$ cat src/sv/ftr_pkg.sv
// shared types and constants for the fuzzy t-norm / t-conorm reducer
package ftr_pkg;

   localparam int DEG_W      = 18;
   localparam int MODE_W     = 3;
   localparam int STATUS_W   = 2;
   localparam int CSR_DATA_W = 32;
   localparam int CSR_ADDR_W = 3;

   localparam logic [0:0] CSR_IDX_MODE = 1'b0;

   typedef enum logic [MODE_W-1:0] {
      MODE_MIN          = 3'd0,
      MODE_LUKAS_TNORM  = 3'd1,
      MODE_PRODUCT      = 3'd2,
      MODE_MAX          = 3'd3,
      MODE_LUKAS_TCONORM = 3'd4,
      MODE_PROB_SUM     = 3'd5
   } mode_type;

   typedef enum logic [STATUS_W-1:0] {
      STATUS_OK      = 2'd0,
      STATUS_MISSING = 2'd1,
      STATUS_RANGE   = 2'd2
   } status_type;

   typedef struct packed {
      mode_type mode;
      logic     restart;
   } cfg_type;

endpackage

$ cat src/sv/ftr_csr.sv
// configuration register block with the operation mode register
module ftr_csr (
   input  logic                               clock,
   input  logic                               reset,
   input  logic                               csr_psel,
   input  logic                               csr_penable,
   input  logic                               csr_pwrite,
   input  logic [ftr_pkg::CSR_ADDR_W-1:0]     csr_paddr,
   input  logic [ftr_pkg::CSR_DATA_W-1:0]     csr_pwdata,
   output logic [ftr_pkg::CSR_DATA_W-1:0]     csr_prdata,
   output logic                               csr_pready,
   output ftr_pkg::cfg_type                   cfg
);

   ftr_pkg::mode_type mode_ff;
   ftr_pkg::mode_type mode_in;
   logic              wr_mode;
   logic [0:0]        reg_idx;

   assign csr_pready = 1'b1;
   assign reg_idx    = csr_paddr[ftr_pkg::CSR_ADDR_W-1 -: 1];

   always_comb begin
      wr_mode    = 1'b0;
      csr_prdata = '0;
      unique case (reg_idx)
         ftr_pkg::CSR_IDX_MODE: begin
            wr_mode    = csr_psel && csr_penable && csr_pwrite && csr_pready;
            csr_prdata = ftr_pkg::CSR_DATA_W'(mode_ff);
         end
         default: begin
            wr_mode    = 1'b0;
            csr_prdata = '0;
         end
      endcase
   end

   assign mode_in = wr_mode ? ftr_pkg::mode_type'(csr_pwdata[ftr_pkg::MODE_W-1:0]) : mode_ff;

   always_ff @(posedge clock) begin
      if (reset) begin
         mode_ff <= ftr_pkg::MODE_MIN;
      end else begin
         mode_ff <= mode_in;
      end
   end

   assign cfg.mode    = mode_in;
   assign cfg.restart = wr_mode;

endmodule

$ cat src/sv/ftr_fold.sv
// one fold step: status check and the selected t-norm or t-conorm
module ftr_fold #(
   parameter int FRAC_BITS = 16
) (
   input  ftr_pkg::mode_type                 mode,
   input  logic [FRAC_BITS:0]                acc_i,
   input  ftr_pkg::status_type               status_i,
   input  logic signed [ftr_pkg::DEG_W-1:0]  degree,
   input  logic                              missing,
   output logic [FRAC_BITS:0]                acc_o,
   output ftr_pkg::status_type               status_o
);

   localparam int AccW = FRAC_BITS + 1;
   localparam int MagW = ftr_pkg::DEG_W - 1;
   localparam int CmpW = (MagW > AccW) ? MagW : AccW;
   localparam logic [CmpW-1:0] OneWide = CmpW'(1) << FRAC_BITS;
   localparam logic [AccW-1:0] OneAcc  = AccW'(1) << FRAC_BITS;
   localparam logic [AccW:0]   OneSum  = (AccW + 1)'(1) << FRAC_BITS;

   logic                 negative;
   logic [CmpW-1:0]      mag_w;
   logic [AccW-1:0]      v;
   logic [2*AccW-1:0]    prod_full;
   logic [AccW-1:0]      prod;
   logic [AccW:0]        sum;
   logic [AccW:0]        lukas_diff;
   logic [AccW:0]        prob_sum;
   logic [AccW-1:0]      folded;

   assign negative   = degree[ftr_pkg::DEG_W-1];
   assign mag_w      = CmpW'(degree[MagW-1:0]);
   assign v          = mag_w[AccW-1:0];
   assign prod_full  = {{AccW{1'b0}}, acc_i} * {{AccW{1'b0}}, v};
   assign prod       = prod_full[FRAC_BITS +: AccW];
   assign sum        = {1'b0, acc_i} + {1'b0, v};
   assign lukas_diff = sum - OneSum;
   assign prob_sum   = sum - {1'b0, prod};

   always_comb begin
      case (mode)
         ftr_pkg::MODE_MIN:           folded = (v < acc_i) ? v : acc_i;
         ftr_pkg::MODE_LUKAS_TNORM:   folded = (sum > OneSum) ? lukas_diff[AccW-1:0] : '0;
         ftr_pkg::MODE_PRODUCT:       folded = prod;
         ftr_pkg::MODE_MAX:           folded = (v > acc_i) ? v : acc_i;
         ftr_pkg::MODE_LUKAS_TCONORM: folded = (sum > OneSum) ? OneAcc : sum[AccW-1:0];
         ftr_pkg::MODE_PROB_SUM:      folded = prob_sum[AccW-1:0];
         default:                     folded = acc_i;
      endcase
   end

   always_comb begin
      acc_o    = acc_i;
      status_o = status_i;
      if (status_i == ftr_pkg::STATUS_OK) begin
         if (missing) begin
            status_o = ftr_pkg::STATUS_MISSING;
         end else if (negative || (mag_w > OneWide)) begin
            status_o = ftr_pkg::STATUS_RANGE;
         end else begin
            acc_o = folded;
         end
      end
   end

endmodule

$ cat src/sv/fuzzy_tnorm_tconorm_reducer_unit.sv
// top level of the fuzzy t-norm / t-conorm run reducer
//
//   channel | direction | handshake         | payload
//   req     | in        | req_valid/stall   | degree, is_missing, last_element
//   rsp     | out       | rsp_valid/stall   | reduced_degree, run_status
//   csr     | in/out    | apb psel/penable  | operation_mode at byte 0
//
// one beat per cycle unless a last beat waits: the fold is one compare, add or
// 17x17 multiply between the input register and the accumulator register
// a run's result is registered as its last beat leaves the input register
// reset is synchronous; it clears mode to min, status to ok, acc to 1.0
// rsp_stall only holds back a last beat while an unread result is pending
module fuzzy_tnorm_tconorm_reducer_unit #(
   parameter int FRAC_BITS = 16
) (
   input  logic                               clock,
   input  logic                               reset,
   input  logic                               req_valid,
   output logic                               req_stall,
   input  logic signed [ftr_pkg::DEG_W-1:0]   req_degree,
   input  logic                               req_is_missing,
   input  logic                               req_last_element,
   output logic                               rsp_valid,
   input  logic                               rsp_stall,
   output logic [FRAC_BITS:0]                 rsp_reduced_degree,
   output logic [ftr_pkg::STATUS_W-1:0]       rsp_run_status,
   input  logic                               csr_psel,
   input  logic                               csr_penable,
   input  logic                               csr_pwrite,
   input  logic [ftr_pkg::CSR_ADDR_W-1:0]     csr_paddr,
   input  logic [ftr_pkg::CSR_DATA_W-1:0]     csr_pwdata,
   output logic [ftr_pkg::CSR_DATA_W-1:0]     csr_prdata,
   output logic                               csr_pready
);

   localparam int AccW = FRAC_BITS + 1;
   localparam logic [AccW-1:0] OneAcc = AccW'(1) << FRAC_BITS;

   ftr_pkg::cfg_type cfg;

   logic                              s1_valid_ff, s1_valid_in;
   logic signed [ftr_pkg::DEG_W-1:0]  s1_degree_ff;
   logic                              s1_missing_ff;
   logic                              s1_last_ff;
   logic [AccW-1:0]                   acc_ff, acc_in;
   ftr_pkg::status_type               status_ff, status_in;
   logic                              rsp_valid_ff, rsp_valid_in;
   logic [AccW-1:0]                   rsp_degree_ff, rsp_degree_in;
   ftr_pkg::status_type               rsp_status_ff, rsp_status_in;

   logic                              req_take;
   logic                              s1_adv;
   logic                              emit;
   logic [AccW-1:0]                   acc_next;
   ftr_pkg::status_type               status_next;
   logic [AccW-1:0]                   identity;

   ftr_csr u_csr (
      .clock       (clock),
      .reset       (reset),
      .csr_psel    (csr_psel),
      .csr_penable (csr_penable),
      .csr_pwrite  (csr_pwrite),
      .csr_paddr   (csr_paddr),
      .csr_pwdata  (csr_pwdata),
      .csr_prdata  (csr_prdata),
      .csr_pready  (csr_pready),
      .cfg         (cfg)
   );

   ftr_fold #(
      .FRAC_BITS (FRAC_BITS)
   ) u_fold (
      .mode     (cfg.mode),
      .acc_i    (acc_ff),
      .status_i (status_ff),
      .degree   (s1_degree_ff),
      .missing  (s1_missing_ff),
      .acc_o    (acc_next),
      .status_o (status_next)
   );

   // a last beat waits while an unread result sits in the output register
   assign s1_adv    = s1_valid_ff && !(s1_last_ff && rsp_valid_ff && rsp_stall);
   assign req_stall = s1_valid_ff && !s1_adv;
   assign req_take  = req_valid && !req_stall;
   assign emit      = s1_adv && s1_last_ff;

   assign identity = (cfg.mode <= ftr_pkg::MODE_PRODUCT) ? OneAcc : '0;

   always_comb begin
      if (req_take) begin
         s1_valid_in = 1'b1;
      end else if (s1_adv) begin
         s1_valid_in = 1'b0;
      end else begin
         s1_valid_in = s1_valid_ff;
      end
   end

   always_comb begin
      acc_in    = acc_ff;
      status_in = status_ff;
      if (cfg.restart || emit) begin
         acc_in    = identity;
         status_in = ftr_pkg::STATUS_OK;
      end else if (s1_adv) begin
         acc_in    = acc_next;
         status_in = status_next;
      end
   end

   always_comb begin
      rsp_degree_in = rsp_degree_ff;
      rsp_status_in = rsp_status_ff;
      if (emit) begin
         rsp_valid_in  = 1'b1;
         rsp_degree_in = (status_next == ftr_pkg::STATUS_OK) ? acc_next : '0;
         rsp_status_in = status_next;
      end else if (rsp_stall) begin
         rsp_valid_in = rsp_valid_ff;
      end else begin
         rsp_valid_in = 1'b0;
      end
   end

   always_ff @(posedge clock) begin
      if (reset) begin
         s1_valid_ff  <= 1'b0;
         acc_ff       <= OneAcc;
         status_ff    <= ftr_pkg::STATUS_OK;
         rsp_valid_ff <= 1'b0;
      end else begin
         s1_valid_ff  <= s1_valid_in;
         acc_ff       <= acc_in;
         status_ff    <= status_in;
         rsp_valid_ff <= rsp_valid_in;
      end
   end

   // payload registers
   always_ff @(posedge clock) begin
      if (req_take) begin
         s1_degree_ff  <= req_degree;
         s1_missing_ff <= req_is_missing;
         s1_last_ff    <= req_last_element;
      end
      rsp_degree_ff <= rsp_degree_in;
      rsp_status_ff <= rsp_status_in;
   end

   assign rsp_valid          = rsp_valid_ff;
   assign rsp_reduced_degree = rsp_degree_ff;
   assign rsp_run_status     = rsp_status_ff;

endmodule

$ cat config.mk
export PLATFORM = sky130hd
export DESIGN_NAME = fuzzy_tnorm_tconorm_reducer_unit
export DESIGN_NICKNAME = d
export VERILOG_FILES = /design/src/sv/ftr_pkg.sv /design/src/sv/ftr_csr.sv /design/src/sv/ftr_fold.sv /design/src/sv/fuzzy_tnorm_tconorm_reducer_unit.sv
export SDC_FILE = /design/constraint.sdc
export NUM_CORES = 1
export LEC_CHECK = 0
export ABC_CLOCK_PERIOD_IN_PS = 8500
export BUFFER_PORTS_ARGS = -buffer_cell sky130_fd_sc_hd__buf_4
export CAP_MARGIN = 20
export CORE_ASPECT_RATIO = 0.7
export CORE_MARGIN = 2
export CORE_UTILIZATION = 58
export CTS_CLUSTER_DIAMETER = 120
export DETAILED_ROUTE_END_ITERATION = 16
export PLACE_DENSITY = 0.8
export SLEW_MARGIN = 20
export SYNTH_ARGS = -nofsm -noshare
export SYNTH_HDL_FRONTEND = slang
export SYNTH_SLANG_ARGS = --single-unit
$ cat constraint.sdc
create_clock -name clock -period 8.5 [get_ports clock]
set_input_delay 1.275 -clock clock [delete_from_list [all_inputs] [get_ports clock]]
set_output_delay 1.275 -clock clock [all_outputs]
set_load 0.01 [all_outputs]
# ---- Yosys cells after proc, flatten, opt, wreduce, memory -nomap -nowiden
# Index checks and enable logic that the tools add are counted.
dict set report word_totals {
  regBits 63
  latchBits 0
  ramBits 0
  mem_bits_ro 0
  inputBits 62
  output_inout_bits 54
  memories 0
}
dict set report op_classes {
  addsub 3
  multipliers 1
  div 0
  order_cmp 5
  eq_ne 6
  shift 0
  mux 21
  n_bitwise 0
  n_reduce_logical 19
}
# cell count
set op_table {}
lappend op_table {{2-to-1 mux 17 bit} 10}
lappend op_table {{case mux 17 bit (6 select lines)} 1}
lappend op_table {{multiplier 17 x 17 -> 33 bit} 1}
lappend op_table {{adder 17 x 17 -> 18 bit} 1}
lappend op_table {{greater-than comparator 18 x 17 -> 1 bit, second input constant} 1}
lappend op_table {{greater-than comparator 17 bit} 1}
lappend op_table {{greater-than comparator 17 bit, second input constant} 1}
lappend op_table {{< comparator 17 bit} 1}
lappend op_table {{subtractor 17 bit} 1}
lappend op_table {{subtractor 17 bit, second input constant} 1}
lappend op_table {{logical AND 1 bit} 8}
lappend op_table {{== test 3 x 2 -> 1 bit, second input constant} 2}
lappend op_table {{== test 3 bit, second input constant} 2}
lappend op_table {{2-to-1 mux 2 bit} 3}
lappend op_table {{2-to-1 mux 3 bit} 2}
lappend op_table {{2-to-1 mux 1 bit} 5}
lappend op_table {{logical NOT 2 bit} 2}
lappend op_table {{nonzero test 2 bit} 2}
lappend op_table {{== test 3 x 1 -> 1 bit, second input constant} 1}
lappend op_table {{less-or-equal comparator 3 x 2 -> 1 bit, second input constant} 1}
lappend op_table {{logical NOT 1 bit} 3}
lappend op_table {{logical NOT 3 bit} 1}
lappend op_table {{logical OR 1 bit} 2}
lappend op_table {{!= test 2 x 1 -> 1 bit, second input constant} 1}
lappend op_table {{OR reduction 2 bit} 1}

# ---- Depth between registers and ports, before layout
dict set report depth {
  depth_word 11
  ltp_mapped 37
}

# ---- Modules after synthesis
# A second synthesis with hierarchy kept.
dict set report unflattened {
  hier_cells 1681
  area_unflattened_um2 14684.1
}
# module instances cells_each area_each_um2 seq_area_each_um2
set by_module_without_submodules {}
lappend by_module_without_submodules {ftr_fold 1 1491 12162.9 0.0}
lappend by_module_without_submodules {fuzzy_tnorm_tconorm_reducer_unit 1 137 2060.7 1591.5}
lappend by_module_without_submodules {ftr_csr 1 53 460.4 60.1}

# ---- Worst setup path after synthesis
# Ideal clock, no wire load.
dict set report synth_path {
  path_type {flip-flop to flip-flop}
  from {register s1_degree_ff[8] (netlist bit)}
  to {register acc_ff[16]}
  setup_ns 0.149
  t_arrival_ns 8.086
  path_slack_ns 0.265
  path_stages_with_launch 37
  path_buffers 2
  cell_sequence {edfxtp_1 -> clkbuf_1 -> clkbuf_1 -> nand2_1 -> fa_1 -> inv_1 -> fa_1 -> inv_1 -> fa_1 -> inv_1 -> fa_1 -> fa_1 -> inv_1 -> fa_1 -> inv_1 -> ha_1 -> a21oi_1 -> o21ai_1 -> nor4_1 -> a211oi_1 -> o21ai_0 -> nand2_1 -> a21o_1 -> a21oi_1 -> xnor2_1 -> inv_1 -> ha_1 -> o21ai_0 -> a21o_1 -> a31oi_1 -> o21a_1 -> o21ai_0 -> a21oi_1 -> xnor3_1 -> a2111oi_2 -> o211ai_1 -> a21boi_0}
}
dict set report synth_between {
  elab_chain_cells 9
}
# element line
set synth_rtl {}
lappend synth_rtl {{start: declaration} fuzzy_tnorm_tconorm_reducer_unit.sv:42} ;# logic signed [ftr_pkg::DEG_W-1:0] s1_degree_ff;
lappend synth_rtl {{start signal: assignment} fuzzy_tnorm_tconorm_reducer_unit.sv:144} ;# s1_degree_ff <= req_degree;
lappend synth_rtl {{parallel branches: the longest is 4 deep, another holds multiplier 17 x 17 -> 33 bit} -}
lappend synth_rtl {{2-to-1 mux 17 bit *} ftr_fold.sv:58} ;# end else if (negative || (mag_w > OneWide)) begin
lappend synth_rtl {{2-to-1 mux 17 bit *} ftr_fold.sv:56} ;# if (missing) begin
lappend synth_rtl {{2-to-1 mux 17 bit *} ftr_fold.sv:55} ;# if (status_i == ftr_pkg::STATUS_OK) begin
lappend synth_rtl {{2-to-1 mux 17 bit *} fuzzy_tnorm_tconorm_reducer_unit.sv:107} ;# end else if (s1_adv) begin
lappend synth_rtl {{2-to-1 mux 17 bit *} fuzzy_tnorm_tconorm_reducer_unit.sv:104} ;# if (cfg.restart || emit) begin
lappend synth_rtl {{end signal: assignment} fuzzy_tnorm_tconorm_reducer_unit.sv:130} ;# acc_ff <= OneAcc;
lappend synth_rtl {{end signal: assignment} fuzzy_tnorm_tconorm_reducer_unit.sv:135} ;# acc_ff <= acc_in;
lappend synth_rtl {{end: declaration} fuzzy_tnorm_tconorm_reducer_unit.sv:45} ;# logic [AccW-1:0] acc_ff, acc_in;
# Mark *: on every way between the ends. The select of a mux whose other input is x is not followed.
# A chain may end at the register's enable or synchronous reset.

# ---- Worst setup path after layout
dict set report layout_path {
  from {register s1_degree_ff[7] (netlist bit)}
  to {register acc_ff[16]}
}
# The elaborated chain is that of the path after synthesis.

==> results.md <==
- DR vias: 13063
- Fin crit period: 8530 ps
- Synth top area cells: fa_1 (30%), ha_1 (13%), inv_1 (8.5%)
- Max-cap check violation count: 0
- Sequential share of power: 0.277
- Core box area: 0.0255 mm²
- Total number of yosys warnings: 0
- Worst path slowest cell: fa_1
- Sequential share of the synthesized area: 0.111
- CP delay by family, top: adder cells
- Setup Crit Path Kind: reg -> reg
- F_max: 117 MHz
- Remaining DRCs: 0
- Reg clk slew, reported paths: 70 ps
- Worst Tran Pin Value: 1000 ps
- Clk_skew: 12.9 ps
- Cell taking the most area after synthesis: fa_1
- Most Frequent Cell on Critical Path: fa_1
- Vias/cell: 5.85
- Initial Util: 0.586
- Failing checks: negative setup slack
- Post-synth top area share: 0.299
- CP arrival: 8780 ps
- Leakage: 8.40 nW
- #FFs+latches synth: 63
- Clock share of power: 0.314
- Width of the die: 196 µm
- RSZ-0062 raised after global routing: yes
- Die H: 138 µm
- Top_reg_cell synth: edfxtp_1
- Detailed Place HPWL: 35500 µm
- Fill count: 2055
- Status: finished, violations left
- Netlist cell types: 81
- Final setup violation count: 1
- Hold buffer count at CTS: 0
- Cell Area, Synth: 0.0149 mm²
- Relative slew margins: 0.328
- RD Place Congestion: 0.992
- Clk sinks: 63
- Setup crit start kind: register
- Cells after synthesis: 1757
- Total CTS buffers: 9
- Max incr delay on CP: 540 ps
- CTS HTree Levels: 3
- GRT Residual Overflow: 0
- Net Sw Frac: 0.380
- Final period util: 1.00
- Antenna violations before repair: 0
- Pin count of the biggest net entering global routing: 22
- Power per cell area: 72.7 mW/mm²
- I/O pins: 116
- ANT cells: 0
- Final hold violation count: 0
- WHS: 505 ps
- Most frequent cells in the layout: inv_1 (338), fa_1 (222), buf_4 (207), nand2_1 (203), ha_1 (146)
- Share of layout cells above drive strength 1: 0.152
- Placed cells: 2208
- Per-cell routed wire length: 19.8 µm
- Int Power: 0.770 mW
- Overall Global Routing Usage: 0.326
- Buf/Inv on CP: 9
- Gate power share: 0.409
- Synth Area per Inst: 8.50 µm²
- EDFF count, synth: 39
- Peak VDD IR: 0.0910 mV
- Cell Count, Final, Fillers Out: 2234
- Share of synthesized registers carrying an async set or reset: 0
- PortBufs: 54
- CTS tree: done
- Critical Path Fanout Max: 5
- Detailed-router iteration count before antenna repair: 6
- Final setup TNS: -32.6 ps
- Final wirelength: 44100 µm
- Hold crit path type: reg -> reg
- Net Sw Power: 0.473 mW
- Slew Limit Fails: 0
- Required @ worst endpoint: 8750 ps
- DR iter-0 viols: 1536
- Final Net Count: 2335
- Root Buffer: clkbuf_16
- Routed Antenna Nets: 0
- Final worst slack: -32.6 ps
- Clk_lat worst skew: 350 ps
- Area delta synth->final: 14.4%
- Rows: 49
- Number of global-route vias before repair: 12641
- Die area: 0.0271 mm²
- Most common cell after layout, fill and taps aside: inv_1
- Critical path capture point type: register
- Clock tree buffer depth: 2
- First-pass GRT wire length: 68200 µm
-- cells by family after synthesis --
kind of cell	Yosys count	synth area share
and+or+nand+nor	518	0.175
other	2	0.000503
AOI/OAI and AO/OA	300	0.136
buffers and inverters	452	0.122
adders and majority gates	375	0.426
DFF	63	0.111
xor gates and xnor gates	43	0.0266
muxes	4	0.00360
-- what timing repair did --
item                       CTS  global route
pin swaps                    5            17
setup endpoints to repair    7            11
resized for setup            9            46
setup buffers                4             6
gates cloned                 0             1
-- registers in the layout (all words and copies together), names as in the netlist --
signal              cells
u_csr.mode_ff           3
s1_last_ff              1
rsp_run_status          2
s1_missing_ff           1
s1_degree_ff           18
rsp_reduced_degree     17
status_ff               2
rsp_valid               1
acc_ff                 17
s1_valid_ff             1
-- cells in the mapped netlist (all sizes together), types with 11 or more instances --
master,count
nor2,69
and2,126
nand2b,13
nand2,203
a21o,27
o21a,13
buf,35
o21ai,80
a31oi,11
dfxtp,24
a221oi,20
nor3,23
xor2,13
nor2b,19
fa,223
edfxtp,39
ha,152
a211oi,17
a21oi,60
nor4,17
inv,338
xnor2,29
clkbuf,79
-- worst paths after layout --
| path | start | to | slack (ps) | cells past startpoint |
|---|---|---|---|---|
| worst max-delay path | s1_degree_ff[7] | acc_ff[16] | -30 | 32 |
| worst min-delay path | rsp_valid | rsp_valid | 500 | 2 |
| worst max register to register | s1_degree_ff[7] | acc_ff[16] | -30 | 32 |
| worst min register to register | rsp_valid | rsp_valid | 500 | 2 |
-- through the flow --
step / setup slack (ps) / total power [mW] / util / area (µm²)
floorplan: 265 / 0.652 / - / 15000
global placement: -168 / 0.806 / 0.646 / 16500
detailed placement: -271 / 0.818 / 0.646 / 16500
CTS: 12.1 / 1.21 / 0.660 / 16800
global route: -212 / 1.30 / 0.670 / 17100
finish: -32.6 / 1.24 / 0.670 / 17100
-- tightest hold or removal path: cells and delay by family (launching register included) --
family	cells	cell delay (ps)
flops	1	340
simple gates	1	70
compound gates	1	50
-- metal layers --
metal | global-route usage | routed length (µm) | vias to the layer above
li1 | - | - | 5874
met1 | 0.491 | 18800 | 6320
met2 | 0.481 | 18700 | 781
met3 | 0.0790 | 5620 | 88
met4 | 0.0590 | 975 | 0
met5 | 0 | 0 | -
-- cell type report --
type	count	area [µm²]	share of cell area
clock inverters	7	72.6	0.00425
multi-input cells	1270	11800	0.689
repair buffers	216	1660	0.0974
clock buffers	9	225	0.0132
inverters	338	1270	0.0742
well taps	331	414	0.0242
flip-flops and latches	63	1660	0.0974
-- power by group through the flow --
stage | logic [mW] | clock network [mW] | registers [mW]
2_1_floorplan | 0.304 | 0 | 0.348
3_3_place_gp | 0.455 | 0 | 0.352
3_5_place_dp | 0.466 | 0 | 0.352
4_1_cts | 0.474 | 0.392 | 0.345
5_1_grt | 0.547 | 0.403 | 0.345
6_report | 0.508 | 0.390 | 0.344
Note: power is estimated with default switching activity, not from simulation.
